`src/design/led_stripe_pulse_encoder_assert.svh`:
```
// Assertion helpers for the LED stripe pulse encoder.
// Bodies use the clk and rst_n of the module that expands them.
`ifndef LED_STRIPE_PULSE_ENCODER_ASSERT_SVH
`define LED_STRIPE_PULSE_ENCODER_ASSERT_SVH

`ifndef SYNTHESIS

`define LSPE_ASSERT_IMPL(label, ante, cons) \
  label: assert property (@(posedge clk) disable iff (!rst_n) (ante) |-> (cons)) \
    else $error("assertion failed: same-cycle implication");

`define LSPE_ASSERT_NEXT(label, ante, cons) \
  label: assert property (@(posedge clk) disable iff (!rst_n) (ante) |=> (cons)) \
    else $error("assertion failed: next-cycle implication");

`else

`define LSPE_ASSERT_IMPL(label, ante, cons)

`define LSPE_ASSERT_NEXT(label, ante, cons)

`endif

`endif

```
`src/design/lspe_pkg.sv`:
```
package lspe_pkg;

  // item queues before and after the sequencer
  localparam int Q_DEPTH = 2;
  localparam int Q_AW    = $clog2(Q_DEPTH);
  localparam int Q_CW    = $clog2(Q_DEPTH + 1);

  localparam int CFG_IW = 3;
  localparam int CFG_DW = 16;

  localparam logic [CFG_IW-1:0] CFG_ZERO_HIGH = 3'd0;
  localparam logic [CFG_IW-1:0] CFG_ZERO_LOW  = 3'd1;
  localparam logic [CFG_IW-1:0] CFG_ONE_HIGH  = 3'd2;
  localparam logic [CFG_IW-1:0] CFG_ONE_LOW   = 3'd3;
  localparam logic [CFG_IW-1:0] CFG_LATCH     = 3'd4;

  localparam logic [3:0] BITS_PER_BYTE = 4'd8;

  // one tick as seen by the sequencer
  typedef struct packed {
    logic       offer;
    logic [7:0] data;
    logic       last;
  } tick_t;

  typedef struct packed {
    logic line_level;
    logic byte_taken;
    logic busy;
  } res_t;

endpackage

```
`src/design/lspe_front.sv`:
```
module lspe_front (
  input  logic              clk,
  input  logic              rst_n,
  input  logic              in_push,
  output logic              in_full,
  input  logic              in_offer_valid,
  input  logic [7:0]        in_offer_byte,
  input  logic              in_offer_last,
  output lspe_pkg::tick_t   q_tick,
  output logic              q_valid,
  input  logic              q_take
);

  lspe_pkg::tick_t                 mem_r [lspe_pkg::Q_DEPTH];
  logic [lspe_pkg::Q_AW-1:0]       wr_ptr_r, rd_ptr_r;
  logic [lspe_pkg::Q_CW-1:0]       cnt_r, cnt_nxt;
  lspe_pkg::tick_t                 cls;
  logic                            push_ok, pop_ok;

  assign in_full = (cnt_r == lspe_pkg::Q_CW'(lspe_pkg::Q_DEPTH));
  assign q_valid = (cnt_r != '0);
  assign q_tick  = mem_r[rd_ptr_r];
  assign push_ok = in_push & ~in_full;
  assign pop_ok  = q_take & q_valid;

  // payload of a tick with no offer is don't-care; clear it so the back end sees one form
  always_comb begin
    cls.offer = in_offer_valid;
    cls.data  = in_offer_valid ? in_offer_byte : 8'd0;
    cls.last  = in_offer_valid & in_offer_last;
  end

  always_comb begin
    unique case ({push_ok, pop_ok})
      2'b10:   cnt_nxt = cnt_r + lspe_pkg::Q_CW'(1);
      2'b01:   cnt_nxt = cnt_r - lspe_pkg::Q_CW'(1);
      default: cnt_nxt = cnt_r;
    endcase
  end

  always_ff @(posedge clk) begin
    if (!rst_n) begin
      wr_ptr_r <= '0;
      rd_ptr_r <= '0;
      cnt_r    <= '0;
    end else begin
      cnt_r <= cnt_nxt;
      if (push_ok) wr_ptr_r <= wr_ptr_r + lspe_pkg::Q_AW'(1);
      if (pop_ok)  rd_ptr_r <= rd_ptr_r + lspe_pkg::Q_AW'(1);
    end
  end

  always_ff @(posedge clk) begin
    if (push_ok) mem_r[wr_ptr_r] <= cls;
  end

endmodule

```
`src/design/lspe_back.sv`:
```
module lspe_back (
  input  logic                          clk,
  input  logic                          rst_n,
  input  logic                          cfg_we,
  input  logic [lspe_pkg::CFG_IW-1:0]   cfg_index,
  input  logic [lspe_pkg::CFG_DW-1:0]   cfg_wdata,
  input  lspe_pkg::tick_t               q_tick,
  input  logic                          q_valid,
  output logic                          q_take,
  output logic                          out_empty,
  input  logic                          out_pop,
  output logic                          out_line_level,
  output logic                          out_byte_taken,
  output logic                          out_busy_res
);

  localparam logic [1:0] PH_IDLE  = 2'd0;
  localparam logic [1:0] PH_HIGH  = 2'd1;
  localparam logic [1:0] PH_LOW   = 2'd2;
  localparam logic [1:0] PH_LATCH = 2'd3;

  logic [7:0]  zero_high_r, zero_low_r, one_high_r, one_low_r;
  logic [15:0] latch_r;

  logic [1:0]  ph_r, ph_nxt;
  logic [15:0] tl_r, tl_nxt;
  logic [7:0]  sb_r, sb_nxt;
  logic [3:0]  bl_r, bl_nxt;
  logic        pe_r, pe_nxt;
  logic        taken, rdy;
  lspe_pkg::res_t res;

  lspe_pkg::res_t                  oq_r [lspe_pkg::Q_DEPTH];
  logic [lspe_pkg::Q_AW-1:0]       owr_r, ord_r;
  logic [lspe_pkg::Q_CW-1:0]       ocnt_r, ocnt_nxt;
  logic                            step, opop;

  always_ff @(posedge clk) begin
    if (!rst_n) begin
      zero_high_r <= 8'd7;
      zero_low_r  <= 8'd18;
      one_high_r  <= 8'd18;
      one_low_r   <= 8'd7;
      latch_r     <= 16'd1000;
    end else if (cfg_we) begin
      unique case (cfg_index)
        lspe_pkg::CFG_ZERO_HIGH: zero_high_r <= cfg_wdata[7:0];
        lspe_pkg::CFG_ZERO_LOW:  zero_low_r  <= cfg_wdata[7:0];
        lspe_pkg::CFG_ONE_HIGH:  one_high_r  <= cfg_wdata[7:0];
        lspe_pkg::CFG_ONE_LOW:   one_low_r   <= cfg_wdata[7:0];
        lspe_pkg::CFG_LATCH:     latch_r     <= cfg_wdata;
        default: ;
      endcase
    end
  end

  // one tick of the pulse sequencer
  always_comb begin
    ph_nxt = ph_r;
    tl_nxt = tl_r;
    sb_nxt = sb_r;
    bl_nxt = bl_r;
    pe_nxt = pe_r;
    taken  = 1'b0;

    priority if (ph_r == PH_HIGH && tl_r == '0) begin
      ph_nxt = PH_LOW;
      tl_nxt = {8'd0, sb_r[7] ? one_low_r : zero_low_r};
    end else if (ph_r == PH_LOW && tl_r == '0) begin
      if (bl_r > 4'd1) begin
        sb_nxt = {sb_r[6:0], 1'b0};
        bl_nxt = bl_r - 4'd1;
        ph_nxt = PH_HIGH;
        tl_nxt = {8'd0, sb_r[6] ? one_high_r : zero_high_r};
      end else begin
        bl_nxt = 4'd0;
        if (pe_r) begin
          pe_nxt = 1'b0;
          ph_nxt = PH_LATCH;
          tl_nxt = latch_r;
        end
      end
    end else if (ph_r == PH_LATCH && tl_r == '0) begin
      ph_nxt = PH_IDLE;
    end else begin
    end

    rdy = (ph_nxt == PH_IDLE) ||
          (ph_nxt == PH_LOW && tl_nxt == '0 && bl_nxt == '0 && !pe_nxt);

    if (rdy && q_tick.offer) begin
      taken  = 1'b1;
      sb_nxt = q_tick.data;
      bl_nxt = lspe_pkg::BITS_PER_BYTE;
      pe_nxt = q_tick.last;
      ph_nxt = PH_HIGH;
      tl_nxt = {8'd0, q_tick.data[7] ? one_high_r : zero_high_r};
    end

    res.line_level = (ph_nxt == PH_HIGH);
    res.byte_taken = taken;
    res.busy       = (ph_nxt != PH_IDLE);

    if (tl_nxt != '0) tl_nxt = tl_nxt - 16'd1;
  end

  // step whenever a tick is waiting and the result queue has room
  assign step   = q_valid && (ocnt_r != lspe_pkg::Q_CW'(lspe_pkg::Q_DEPTH));
  assign q_take = step;

  always_ff @(posedge clk) begin
    if (!rst_n) begin
      ph_r <= PH_IDLE;
      tl_r <= '0;
      bl_r <= '0;
      pe_r <= 1'b0;
    end else if (step) begin
      ph_r <= ph_nxt;
      tl_r <= tl_nxt;
      bl_r <= bl_nxt;
      pe_r <= pe_nxt;
    end
  end

  always_ff @(posedge clk) begin
    if (step) sb_r <= sb_nxt;
  end

  assign out_empty = (ocnt_r == '0);
  assign opop      = out_pop & ~out_empty;
  assign out_line_level = oq_r[ord_r].line_level;
  assign out_byte_taken = oq_r[ord_r].byte_taken;
  assign out_busy_res   = oq_r[ord_r].busy;

  always_comb begin
    unique case ({step, opop})
      2'b10:   ocnt_nxt = ocnt_r + lspe_pkg::Q_CW'(1);
      2'b01:   ocnt_nxt = ocnt_r - lspe_pkg::Q_CW'(1);
      default: ocnt_nxt = ocnt_r;
    endcase
  end

  always_ff @(posedge clk) begin
    if (!rst_n) begin
      owr_r  <= '0;
      ord_r  <= '0;
      ocnt_r <= '0;
    end else begin
      ocnt_r <= ocnt_nxt;
      if (step) owr_r <= owr_r + lspe_pkg::Q_AW'(1);
      if (opop) ord_r <= ord_r + lspe_pkg::Q_AW'(1);
    end
  end

  always_ff @(posedge clk) begin
    if (step) oq_r[owr_r] <= res;
  end

endmodule

```
`src/design/led_stripe_pulse_encoder.sv`:
```
// One-wire LED stripe pulse encoder. Every input beat is one timing tick and yields exactly
// one result beat (line level, byte taken, busy). A byte offered while the encoder is ready
// is sent MSB first, each bit as a high pulse then a low pulse whose lengths come from the
// zero/one tick registers; after the byte marked last the line is held low for latch_r
// ticks. Ticks are taken at one per clock for as long as results are popped. The sequencer
// steps on a tick while it sits at the head of the input queue and writes its result into a
// two-deep result queue whose head drives the result ports. Registers must be written only
// while no ticks are in flight.
`include "led_stripe_pulse_encoder_assert.svh"

module led_stripe_pulse_encoder (
  input  logic                          clk,
  input  logic                          rst_n,
  input  logic                          in_push,
  output logic                          in_full,
  input  logic                          in_offer_valid,
  input  logic [7:0]                    in_offer_byte,
  input  logic                          in_offer_last,
  output logic                          out_empty,
  input  logic                          out_pop,
  output logic                          out_line_level,
  output logic                          out_byte_taken,
  output logic                          out_busy_res,
  input  logic                          cfg_we,
  input  logic [lspe_pkg::CFG_IW-1:0]   cfg_index,
  input  logic [lspe_pkg::CFG_DW-1:0]   cfg_wdata
);

  lspe_pkg::tick_t q_tick;
  logic            q_valid;
  logic            q_take;

  lspe_front u_front (
    .clk            (clk),
    .rst_n          (rst_n),
    .in_push        (in_push),
    .in_full        (in_full),
    .in_offer_valid (in_offer_valid),
    .in_offer_byte  (in_offer_byte),
    .in_offer_last  (in_offer_last),
    .q_tick         (q_tick),
    .q_valid        (q_valid),
    .q_take         (q_take)
  );

  lspe_back u_back (
    .clk            (clk),
    .rst_n          (rst_n),
    .cfg_we         (cfg_we),
    .cfg_index      (cfg_index),
    .cfg_wdata      (cfg_wdata),
    .q_tick         (q_tick),
    .q_valid        (q_valid),
    .q_take         (q_take),
    .out_empty      (out_empty),
    .out_pop        (out_pop),
    .out_line_level (out_line_level),
    .out_byte_taken (out_byte_taken),
    .out_busy_res   (out_busy_res)
  );

  `LSPE_ASSERT_IMPL(a_take_needs_tick, q_take, q_valid)
  `LSPE_ASSERT_IMPL(a_taken_is_busy, !out_empty && out_byte_taken, out_busy_res)
  `LSPE_ASSERT_IMPL(a_high_is_busy, !out_empty && out_line_level, out_busy_res)
  `LSPE_ASSERT_NEXT(a_take_fills_out, q_take, !out_empty)

endmodule
```
`config.mk`:
```
export PLATFORM = sky130hd
export DESIGN_NAME = led_stripe_pulse_encoder
export DESIGN_NICKNAME = d
export VERILOG_FILES = /design/src/design/lspe_pkg.sv /design/src/design/lspe_front.sv /design/src/design/lspe_back.sv /design/src/design/led_stripe_pulse_encoder.sv
export VERILOG_INCLUDE_DIRS = /design/src /design/src/design
export SDC_FILE = /design/constraint.sdc
export NUM_CORES = 1
export LEC_CHECK = 0
export CAP_MARGIN = 30
export CORE_ASPECT_RATIO = 2
export CORE_UTILIZATION = 65
export DETAILED_ROUTE_END_ITERATION = 8
export DONT_BUFFER_PORTS = 1
export PLACE_DENSITY = 0.81
export REMOVE_ABC_BUFFERS = 1
export SYNTH_ARGS = -nofsm -noshare
export SYNTH_HDL_FRONTEND = slang
export SYNTH_HIERARCHICAL = 1
export SYNTH_SLANG_ARGS = --single-unit
```
`constraint.sdc`:
```
create_clock -name clk -period 14.4 [get_ports clk]
set_clock_uncertainty 0.05 [all_clocks]
set_input_delay 0.72 -clock clk [delete_from_list [all_inputs] [get_ports clk]]
set_output_delay 0.72 -clock clk [all_outputs]
set_load 0.05 [all_outputs]
```
# Word-level counts from Yosys, hierarchy flattened
# Memory sizes are Yosys's and may differ from the RTL's. A register that Yosys moved wholly into a read port is not among the register bits.
# Index checks and enable logic that the tools add are counted.
# W data, S select, Z words.
[totals]
reg_bits = 87
ramBits = 26
inputBits = 34
out_inout_bits = 5
memories = 2
[memory_table]
columns = ["memory", "depth", "width", "rd", "rd_clocked_by_memory_dff", "write_ports", "line_no", "text"]
rows = [
  ["u_front.mem_r", 2, 10, 1, 1, 1, "lspe_front.sv:14", "lspe_pkg::tick_t mem_r [lspe_pkg::Q_DEPTH];"],
  ["u_back.oq_r", 2, 3, 1, 1, 1, "lspe_back.sv:33", "lspe_pkg::res_t oq_r [lspe_pkg::Q_DEPTH];"],
]
[classes]
add_sub_neg = 10
n_lt_le_gt_ge = 1
eq_ne = 16
mux = 39
bitwise_logic = 6
reduce_logical = 29
[ops]
columns = ["op", "count"]
rows = [
  ["$mux W16", 6],
  ["$mux W8", 8],
  ["$logic_not A16 Y1", 2],
  ["$mux W4", 4],
  ["$reduce_bool A16 Y1", 1],
  ["$sub A16 B1 Y16 const B", 1],
  ["$mux W1", 13],
  ["$eq A2 B2 Y1 const B", 6],
  ["$mux W2", 6],
  ["$reduce_bool A2 Y1", 6],
  ["$reduce_and A2 Y1", 5],
  ["$eq A2 B1 Y1 const B", 4],
  ["$logic_and A1 B1 Y1", 8],
  ["$pmux W2 S2", 2],
  ["$eq A3 B2 Y1 const B", 2],
  ["$add A1 B1 Y1 const B", 4],
  ["$add A2 B1 Y2 const B", 2],
  ["$and A1 B1 Y1", 4],
  ["$gt A4 B1 Y1 const B", 1],
  ["$logic_not A2 Y1", 2],
  ["$logic_not A4 Y1", 1],
  ["$ne A2 B2 Y1 const B", 2],
  ["$reduce_and A4 Y1", 1],
  ["$sub A2 B1 Y2 const B", 2],
  ["7 further kinds", 8],
]

# Depth between registers and ports, before layout
# Gate-level depths: netlist of run 1.
[logic_depth]
depth_word = 14
depth_mapped = 23

# Cells and area by module
# Netlist of run 1, hierarchy kept.
[modules_own_cells]
columns = ["module", "n_inst", "cells_per_inst", "area_each_um2", "seq_area_each_um2"]
rows = [
  ["lspe_back", 1, 678, 5257.5, 1941.9],
  ["lspe_front", 1, 67, 1004.7, 700.7],
]

# Worst setup path after synthesis of run 1
# OpenSTA, ideal clock, no wires.
[synth_timing]
path_kind = "flip-flop to flip-flop"
start = "reg u_back.bl_r[0]"
end = "reg u_back.tl_r[11]"
arrival_ns = 4.400
path_slack_ns = 9.833
stages_incl_launch_ff = 23
path_buffers = 2
synth_period_minus_slack_ns = 4.567
path_cell_list = "dfxtp_1 inv_1 ha_1 nor2_1 o21ai_0 a2111oi_2 o21ai_2 nor4b_4 a31oi_4 inv_1 buf_2 buf_1 nand2_1 o21ai_0 ha_1 nand2_1 a21oi_1 nor4bb_1 a21boi_0 nand3_1 nand2_1 a41o_1 o211a_1"
[synth_via]
elab_chain_len = 13
word_cells_on_any_way = 28
cone_classes = "2 x add/sub; 1 x order compare; 1 x eq/ne; 14 x mux; 10 x reduce/logical"
[synth_lines]
columns = ["element", "line_no", "text"]
rows = [
  ["start, declared", "lspe_back.sv:28", "logic [3:0] bl_r, bl_nxt;"],
  ["start signal, assigned", "lspe_back.sv:120", "bl_r <= bl_nxt;"],
  ["$gt A4 B1 Y1", "lspe_back.sv:70", "if (bl_r > 4'd1) begin"],
  ["$mux W16 or $mux W2 (tied branches)", "lspe_back.sv:70", ""],
  ["$mux W16 or $mux W2 (tied branches)", "lspe_back.sv:69", "end else if (ph_r == PH_LOW && tl_r == '0) begin"],
  ["$mux W16 or $mux W2 (tied branches)", "lspe_back.sv:66", "priority if (ph_r == PH_HIGH && tl_r == '0) begin"],
  ["$logic_not A16 Y1 or $eq A2 B2 Y1 (tied branches)", "lspe_back.sv:89", "(ph_nxt == PH_LOW && tl_nxt == '0 && bl_nxt == '0 && !pe_nxt);"],
  ["$logic_and A1 B1 Y1 (3 in a row)", "lspe_back.sv:89", ""],
  ["$logic_or A1 B1 Y1", "lspe_back.sv:88", "rdy = (ph_nxt == PH_IDLE) ||"],
  ["$logic_and A1 B1 Y1", "lspe_back.sv:91", "if (rdy && q_tick.offer) begin"],
  ["$mux W16 *", "lspe_back.sv:91", ""],
  ["$sub A16 B1 Y16 or $reduce_bool A16 Y1 (tied branches)", "lspe_back.sv:104", "if (tl_nxt != '0) tl_nxt = tl_nxt - 16'd1;"],
  ["$mux W16 *", "lspe_back.sv:104", ""],
  ["end signal, assigned", "lspe_back.sv:119", "tl_r <= tl_nxt;"],
  ["end, declared", "lspe_back.sv:26", "logic [15:0] tl_r, tl_nxt;"],
]
# Mark *: on every way between the ends. The rest lies on a longest branch, timed or not.
# A chain may end at the register's enable or synchronous reset.

# Worst setup path in the final report of run 1
[layout_timing]
start = "reg u_back.tl_r[2]"
end = "reg u_back.tl_r[0]"
[layout_via]
elab_chain_len = 14
word_cells_on_any_way = 29
cone_classes = "1 x add/sub; 1 x eq/ne; 13 x mux; 14 x reduce/logical"
[layout_lines]
columns = ["element", "line_no", "text"]
rows = [
  ["$logic_not A16 Y1", "lspe_back.sv:66, lspe_back.sv:69, lspe_back.sv:83", ""],
  ["$logic_and A1 B1 Y1", "lspe_back.sv:83", "end else if (ph_r == PH_LATCH && tl_r == '0) begin"],
  ["$mux W2", "lspe_back.sv:83", ""],
  ["$mux W2", "lspe_back.sv:69", ""],
  ["$mux W2", "lspe_back.sv:66", ""],
  ["$eq A2 B2 Y1", "lspe_back.sv:89", ""],
  ["$logic_and A1 B1 Y1 (3 in a row)", "lspe_back.sv:89", ""],
  ["$logic_or A1 B1 Y1", "lspe_back.sv:88", ""],
  ["$logic_and A1 B1 Y1", "lspe_back.sv:91", ""],
  ["$mux W16 *", "lspe_back.sv:91", ""],
  ["$sub A16 B1 Y16 or $reduce_bool A16 Y1 (tied branches)", "lspe_back.sv:104", ""],
  ["$mux W16 *", "lspe_back.sv:104", ""],
]
# Marked as above.

==> metrics, run 1 <==
largest net degree at the start of global routing=43; GR Util All Layers=38.59%; yosys warns=6; # Max-Cap Violations=0; CTS tree=built; Sink Count=115; CP Capture Type=flip-flop; Synth Cell Area=6262 um2; core box area=9384 um2; gp weighted congestion=1.100; root buf cell=clkbuf_16; Layout Nets=763; register clock-pin slew on the reported worst setup and hold paths=0.06 ns; post-synthesis area per instance=8.406 um2; I/O pins=39; WHS Path Cells=1; IO buf count=0; asr flop ratio synth=0%; DRC Markers=3; final setup violation count=0; share of cells above drive strength 1=10.05%; fin area=6829 um2; P per Cell Area=218.9 nW/um2; placed inst area=6238 um2; CP arrival=6.69 ns; post-synthesis cell type count=71; Clock Latency Late Sink=0.42 ns; CTS Buf Count=17; EDFF count, synth=34; antenna-violating nets left=0; startpoint types=flip-flop; Worst R2R Path Depth=16; status=finished, violations left; row cnt=50; reg-to-reg startpoint=u_back/tl_r[2]; initial antenna violation count=0; Slew Limit Fails=0; worst ir drop on vdd=0.1380 mV; CP required=14.62 ns; Routed WL per cell=22.22 um; critical path start-end classification=flip-flop to flip-flop; die area=10050 um2; CTS Hold Bufs=0; post-CTS setup buffers=0; fmax=154.5 MHz; vias in the first global route=5658; GRT overflow=0; First-pass DRT Iterations=9; type of the most critical hold path=input port to flip-flop; Final min period=6.473 ns; Clock Path Buffers=2; final hold vios=0; total negative setup slack=0 ns; internal reg-to-reg setup slack=7.93 ns; Post-synth top flop=dfxtp_1; die height=140.8 um; Final HPWL DP=12.67 mm; post-DR vias/cell=6.794; post-CTS sizing=0; Worst R2R End=u_back/tl_r[0]; post-synthesis sequential area ratio=42.20%; starting density of the core=66.73%; Pleak=2.466 nW; Mapped Cells=745; min-delay src=rst_n; first-pass GRT wire length=28.73 mm; RSZ-0062 raised after global routing=false; # diodes=0; vias post-DR=5707; Tot Pwr=0.001495 W; Worst Setup SP=u_back/tl_r[2]; setup ws final=7.927 ns; Period Utilization, post-route=44.95%; Max Fanout on Critical Path=32; Worst Hold Endpoint=u_back/zero_low_r[1]; number of H-tree levels=4; Rel. slew slack=32.85%; failing checks=design-rule violations; worst slack, placed=8.222 ns; Area Growth Syn to Fin=9.051%; register bit total from synthesis=115; die width=71.41 um; DRT Wirelength=18.66 mm; actual slew at the worst max-slew pin=1.006 ns; Initial DRC Count=728
layout by cell type, fill, tap and decap left out, drive strengths merged, types with 9 or more instances in the layout:
cell type    n
nand2      142
dfxtp       81
a21oi       70
nor2        50
o21ai       48
nand3       36
edfxtp      34
clkbuf      25
nor3        23
mux2        21
mux2i       20
and2        19
xnor2       16
inv         13
a31oi       12
nand4       10
nor4         9
layout make-up:
class | instances | area (um2)
clock inverter | 7 | 72.57
timing repair buffer | 3 | 42.54
multi-input combinational | 572 | 3371
sequential | 115 | 2643
inverter | 14 | 52.55
clock buffer | 25 | 518.0
fill | 735 | 2555
tap | 104 | 130.1
cell usage after synthesis, drive strengths merged (3+ instances only):
cell	instances	area, um2
nand2	142	533.0
dfxtp	81	1622
a21oi	70	354.1
nor2	50	187.7
o21ai	48	251.5
nand3	36	180.2
edfxtp	34	1021
clkbuf	30	112.6
nor3	23	120.1
mux2	21	236.5
mux2i	20	200.2
and2	19	118.9
xnor2	16	140.1
buf	14	83.83
inv	13	48.79
a31oi	12	105.1
nand4	10	62.56
nor4	9	83.83
a211oi	7	52.55
nor2b	7	43.79
or3	7	43.79
and3	6	37.54
ha	6	75.07
nand4b	6	52.55
or2	6	37.53
nand2b	5	33.78
nor4b	4	50.05
o211ai	4	30.03
or4	4	30.03
a2111oi	3	32.53
xor2	3	26.28
layer usage:
metal  share of wire (%)  global-route usage [%]  up-vias
met4                 9.0                   34.63        0
met1                  34                   38.62     2647
met2                  49                   63.81      324
li1                    -                       -     2618
met5                   0                       0        -
met3                 7.4                   10.51      118
registers in the layout, indices dropped and copies added (netlist names), 2 cells and up, named ones only:
name and flops:
u_back/one_high_r 8, u_back/ocnt_r 2, u_back/bl_r 4, u_back/sb_r 8, u_back/latch_r 16, u_front/mem_r 20
u_back/ph_r 2, u_back/zero_low_r 8, u_front/cnt_r 2, u_back/one_low_r 8, u_back/tl_r 16, u_back/oq_r 6
u_back/zero_high_r 8
critical path: stages (launching register included):
cell and delay, ns:
dfxtp_1 0.34, nor4_2 0.37, nand3_1 0.41, nor3_1 0.71
a221o_1 0.45, nor4b_4 0.11, a31oi_4 0.73, inv_1 0.70
o21ai_0 0.49, ha_1 0.30, nand2_1 0.07, a21oi_1 0.26
nand4_1 0.21, xnor2_1 0.19, nor2_1 0.06, a211oi_1 0.76
nor2_1 0.10
metrics by stage:
| stage | hold slack (ns) | cells | util (%) |
|---|---|---|---|
| final | 0.3280 | 840 | 72.77 |
| after global routing | 0.3210 | 840 | 72.77 |
| after CTS | 0.3253 | 840 | 72.77 |
| after detailed placement | 0.3960 | 808 | 66.48 |
| after global placement | 0.3896 | 807 | 66.19 |
| after floorplan | 0.3793 | 701 | - |
how the worst max path moves through the flow:
stage               cells after the start         endpoint  slack [ns]
floorplan                              17  u_back/tl_r[11]        9.56
global placement                       17   u_back/tl_r[9]        8.49
detailed placement                     17  u_back/tl_r[11]        8.22
CTS                                    17  u_back/tl_r[11]        8.20
global route                           17  u_back/tl_r[11]        7.48
finish                                 16   u_back/tl_r[0]        7.93
report_power, final:
part           internal (W)  switching, W  total [W]
combinational      0.000208      0.000416   0.000624
sequential         0.000399     0.0000561   0.000455
clock              0.000267      0.000149   0.000416
kinds of logic (layout without fill, tap and decap cells):
kind of cell	Yosys count	after routing	share of synthesized area, %
XOR/XNOR	19	19	2.657
buffers and inverters	58	49	3.976
adder cells (fa/ha/maj)	6	6	1.199
flip-flops	115	115	42.20
AO/OA/AOI/OAI	166	166	16.38
multiplexers	41	41	6.973
AND/OR/NAND/NOR	340	340	26.61
Power figures use the tool's default switching activity.
==> run 2: changes to the inputs <==
--- a/config.mk
+++ b/config.mk
@@ -8,10 +8,10 @@
 export LEC_CHECK = 0
 export CAP_MARGIN = 30
 export CORE_ASPECT_RATIO = 2
-export CORE_UTILIZATION = 65
+export CORE_UTILIZATION = 58
 export DETAILED_ROUTE_END_ITERATION = 8
 export DONT_BUFFER_PORTS = 1
-export PLACE_DENSITY = 0.81
+export PLACE_DENSITY = 0.76
 export REMOVE_ABC_BUFFERS = 1
 export SYNTH_ARGS = -nofsm -noshare
 export SYNTH_HDL_FRONTEND = slang
==> constraint.sdc (replaced) <==
create_clock -name clk -period 5.5 [get_ports clk]
set_clock_uncertainty 0.05 [all_clocks]
set_input_delay 0.275 -clock clk [delete_from_list [all_inputs] [get_ports clk]]
set_output_delay 0.275 -clock clk [all_outputs]
set_load 0.05 [all_outputs]
==> metrics, run 2 (synthesized netlist as in run 1, its figures left out) <==
status=completed; actual slew at the worst max-slew pin=0.9349 ns (-0.07116 ns); register with the most flip-flops=u_front/mem_r; setup ws final=0.4245 ns (-7.502 ns); Clock Path Buffers=2 (unchanged); row cnt=53 (+6.0%); starting density of the core=59.77% (-7.0 points); root buf cell=clkbuf_16; min-delay src=rst_n; Routed WL per cell=20.88 um (-6.0%); Min Hold Slack=0.02875 ns (-0.2992 ns); type of the most critical hold path=input port to flip-flop; vias post-DR=5678 (-0.51%); GRT overflow=0 (unchanged); P per Cell Area=555.2 nW/um2 (+150%); DRT Wirelength=18.88 mm (+1.1%); Worst Hold Endpoint=u_front/rd_ptr_r; commonest non-fill, non-tap cells in the layout=nand2_1 (142), dfxtp_1 (81), a21oi_1 (69), nor2_1 (49), o21ai_0 (45); worst ir drop on vdd=0.3226 mV (+130%); final setup violation count=0 (unchanged); Worst R2R End=u_back/tl_r[11]; internal reg-to-reg setup slack=0.42 ns (-7.50 ns); final hold vios=0 (unchanged); switching share of power=41.40% (-0.17 points); Slew Limit Fails=0 (unchanged); Layout Nets=794 (+4.1%); WHS Path Cells=2 (+1); antenna-violating nets left=0 (unchanged); Final HPWL DP=13.28 mm (+4.8%); Gate power share=42.2% (+0.5 points); I/O pins=39 (unchanged); core box area=10480 um2 (+12%); critical path start-end classification=flip-flop to flip-flop; IO buf count=0 (unchanged); # diodes=0 (unchanged); RSZ-0062 raised after global routing=false; number of H-tree levels=4 (unchanged); Rel. slew slack=37.44% (+4.6 points); worst slack, placed=0.4542 ns (-7.768 ns); share of cells above drive strength 1=11.73% (+1.7 points); gp weighted congestion=0.9427 (-14%); Psw=0.001645 W (+160%); First-pass DRT Iterations=5 (-4); power share of the clock group=28.4% (+0.5 points); initial antenna violation count=0 (unchanged); reg-to-reg startpoint=u_back/tl_r[0]; Area Growth Syn to Fin=14.31%; CP arrival=5.32 ns (-1.37 ns); CTS tree=built; Period Utilization, post-route=92.28% (+47 points); die width=75.48 um (+5.7%); first-pass GRT wire length=28.88 mm (+0.53%); Seq pwr share=29.4% (-1.0 points); # Max-Cap Violations=0 (unchanged); register clock-pin slew on the reported worst setup and hold paths=0.06 ns (about the same); CP required=5.75 ns (-8.87 ns); die area=11240 um2 (+12%); DRC Markers=0 (-3); post-DR vias/cell=6.281 (-7.6%); die height=149.0 um (+5.8%); Initial DRC Count=471 (-35%); Clock Latency Late Sink=0.41 ns (about the same); Cell Int Power=0.002329 W (+170%); largest net degree at the start of global routing=43 (unchanged); most common cell after layout, fill and taps aside=nand2_1; Final min period=5.075 ns (-1.398 ns); Sink Count=115 (unchanged); max FFs per register=20 (unchanged); CTS Buf Count=17 (unchanged); Pleak=2.605 nW (+5.6%); Max Fanout on Critical Path=12 (-63%); startpoint types=flip-flop; Tot Pwr=0.003975 W (+170%); fmax=197.0 MHz (+28%); CP Capture Type=flip-flop; total negative setup slack=0 ns (unchanged); GR Util All Layers=35.60% (-3.0 points); placed inst area=6350 um2 (+1.8%); fin area=7158 um2 (+4.8%); Largest regs=u_front/mem_r: 20 flops, u_back/latch_r: 16 flops, u_back/tl_r: 16 flops; vias in the first global route=5629 (-0.51%); Worst R2R Path Depth=17 (+1)
-- run 2: layer usage --
layer	up-vias	wire [um]	track usage, %
met5	-	0	0
met4	0	1663	28.89
met3	82	875	7.027
met2	225	9769	59.96
met1	2681	6568	36.47
li1	2690	-	-
-- run 2: worst max path at each step --
stage	start	to	slack, ns	depth (start not counted)
2_1_floorplan	u_back/tl_r[2]	u_back/tl_r[11]	0.66	17
3_3_place_gp	u_back/bl_r[0]	u_back/tl_r[12]	0.67	19
3_5_place_dp	u_back/bl_r[0]	u_back/tl_r[11]	0.45	20
4_1_cts	u_back/bl_r[0]	u_back/tl_r[11]	0.41	20
5_1_grt	u_back/bl_r[0]	u_back/tl_r[11]	0.06	20
6_report	u_back/tl_r[0]	u_back/tl_r[11]	0.42	17
-- run 2: worst max-delay path, cell delays in order, from the launching register on --
cell	delay, ns
dfxtp_1	0.33
nor4_2	0.36
nand3_1	0.45
nor3_1	0.51
a221o_1	0.38
nor4b_4	0.11
a31oi_4	0.35
inv_1	0.16
o21ai_0	0.30
ha_1	0.28
nand2_1	0.08
a21oi_1	0.32
nor4bb_1	0.42
a21boi_0	0.17
nand3_1	0.15
nand2_1	0.09
a41o_1	0.23
o211a_1	0.20
-- run 2: power by group through the flow --
stage | clock (W) | sequential (W) | combinational [W]
after detailed placement | 0 | 0.00118 | 0.00161
after CTS | 0.00114 | 0.00116 | 0.00164
final | 0.00113 | 0.00117 | 0.00168
after floorplan | 0 | 0.00115 | 0.00115
after global routing | 0.00118 | 0.00118 | 0.00180
after global placement | 0 | 0.00117 | 0.00158
-- run 2: area by class of cell --
class	instances	area, um2
sequential	115	2643
multi-input combinational	572	3373
inverter	14	52.55
timing repair buffer	34	312.8
tap	137	171.4
clock inverter	15	180.2
fill	905	3319
clock buffer	17	425.4
-- run 2: repair_timing --
action / 4_1_cts / 5_1_grt
hold buffers: 19 / 0
setup buffers: 0 / 0
endpoints found under the setup margin: 0 / 6
gates resized for setup: 0 / 1
hold endpoints to repair: 68 / 0
-- run 2: metrics by stage --
step / std cells / util [%]
CTS: 904 / 68.29
detailed placement: 853 / 60.60
floorplan: 701 / -
global placement: 853 / 60.60
global route: 904 / 68.32
finish: 904 / 68.32
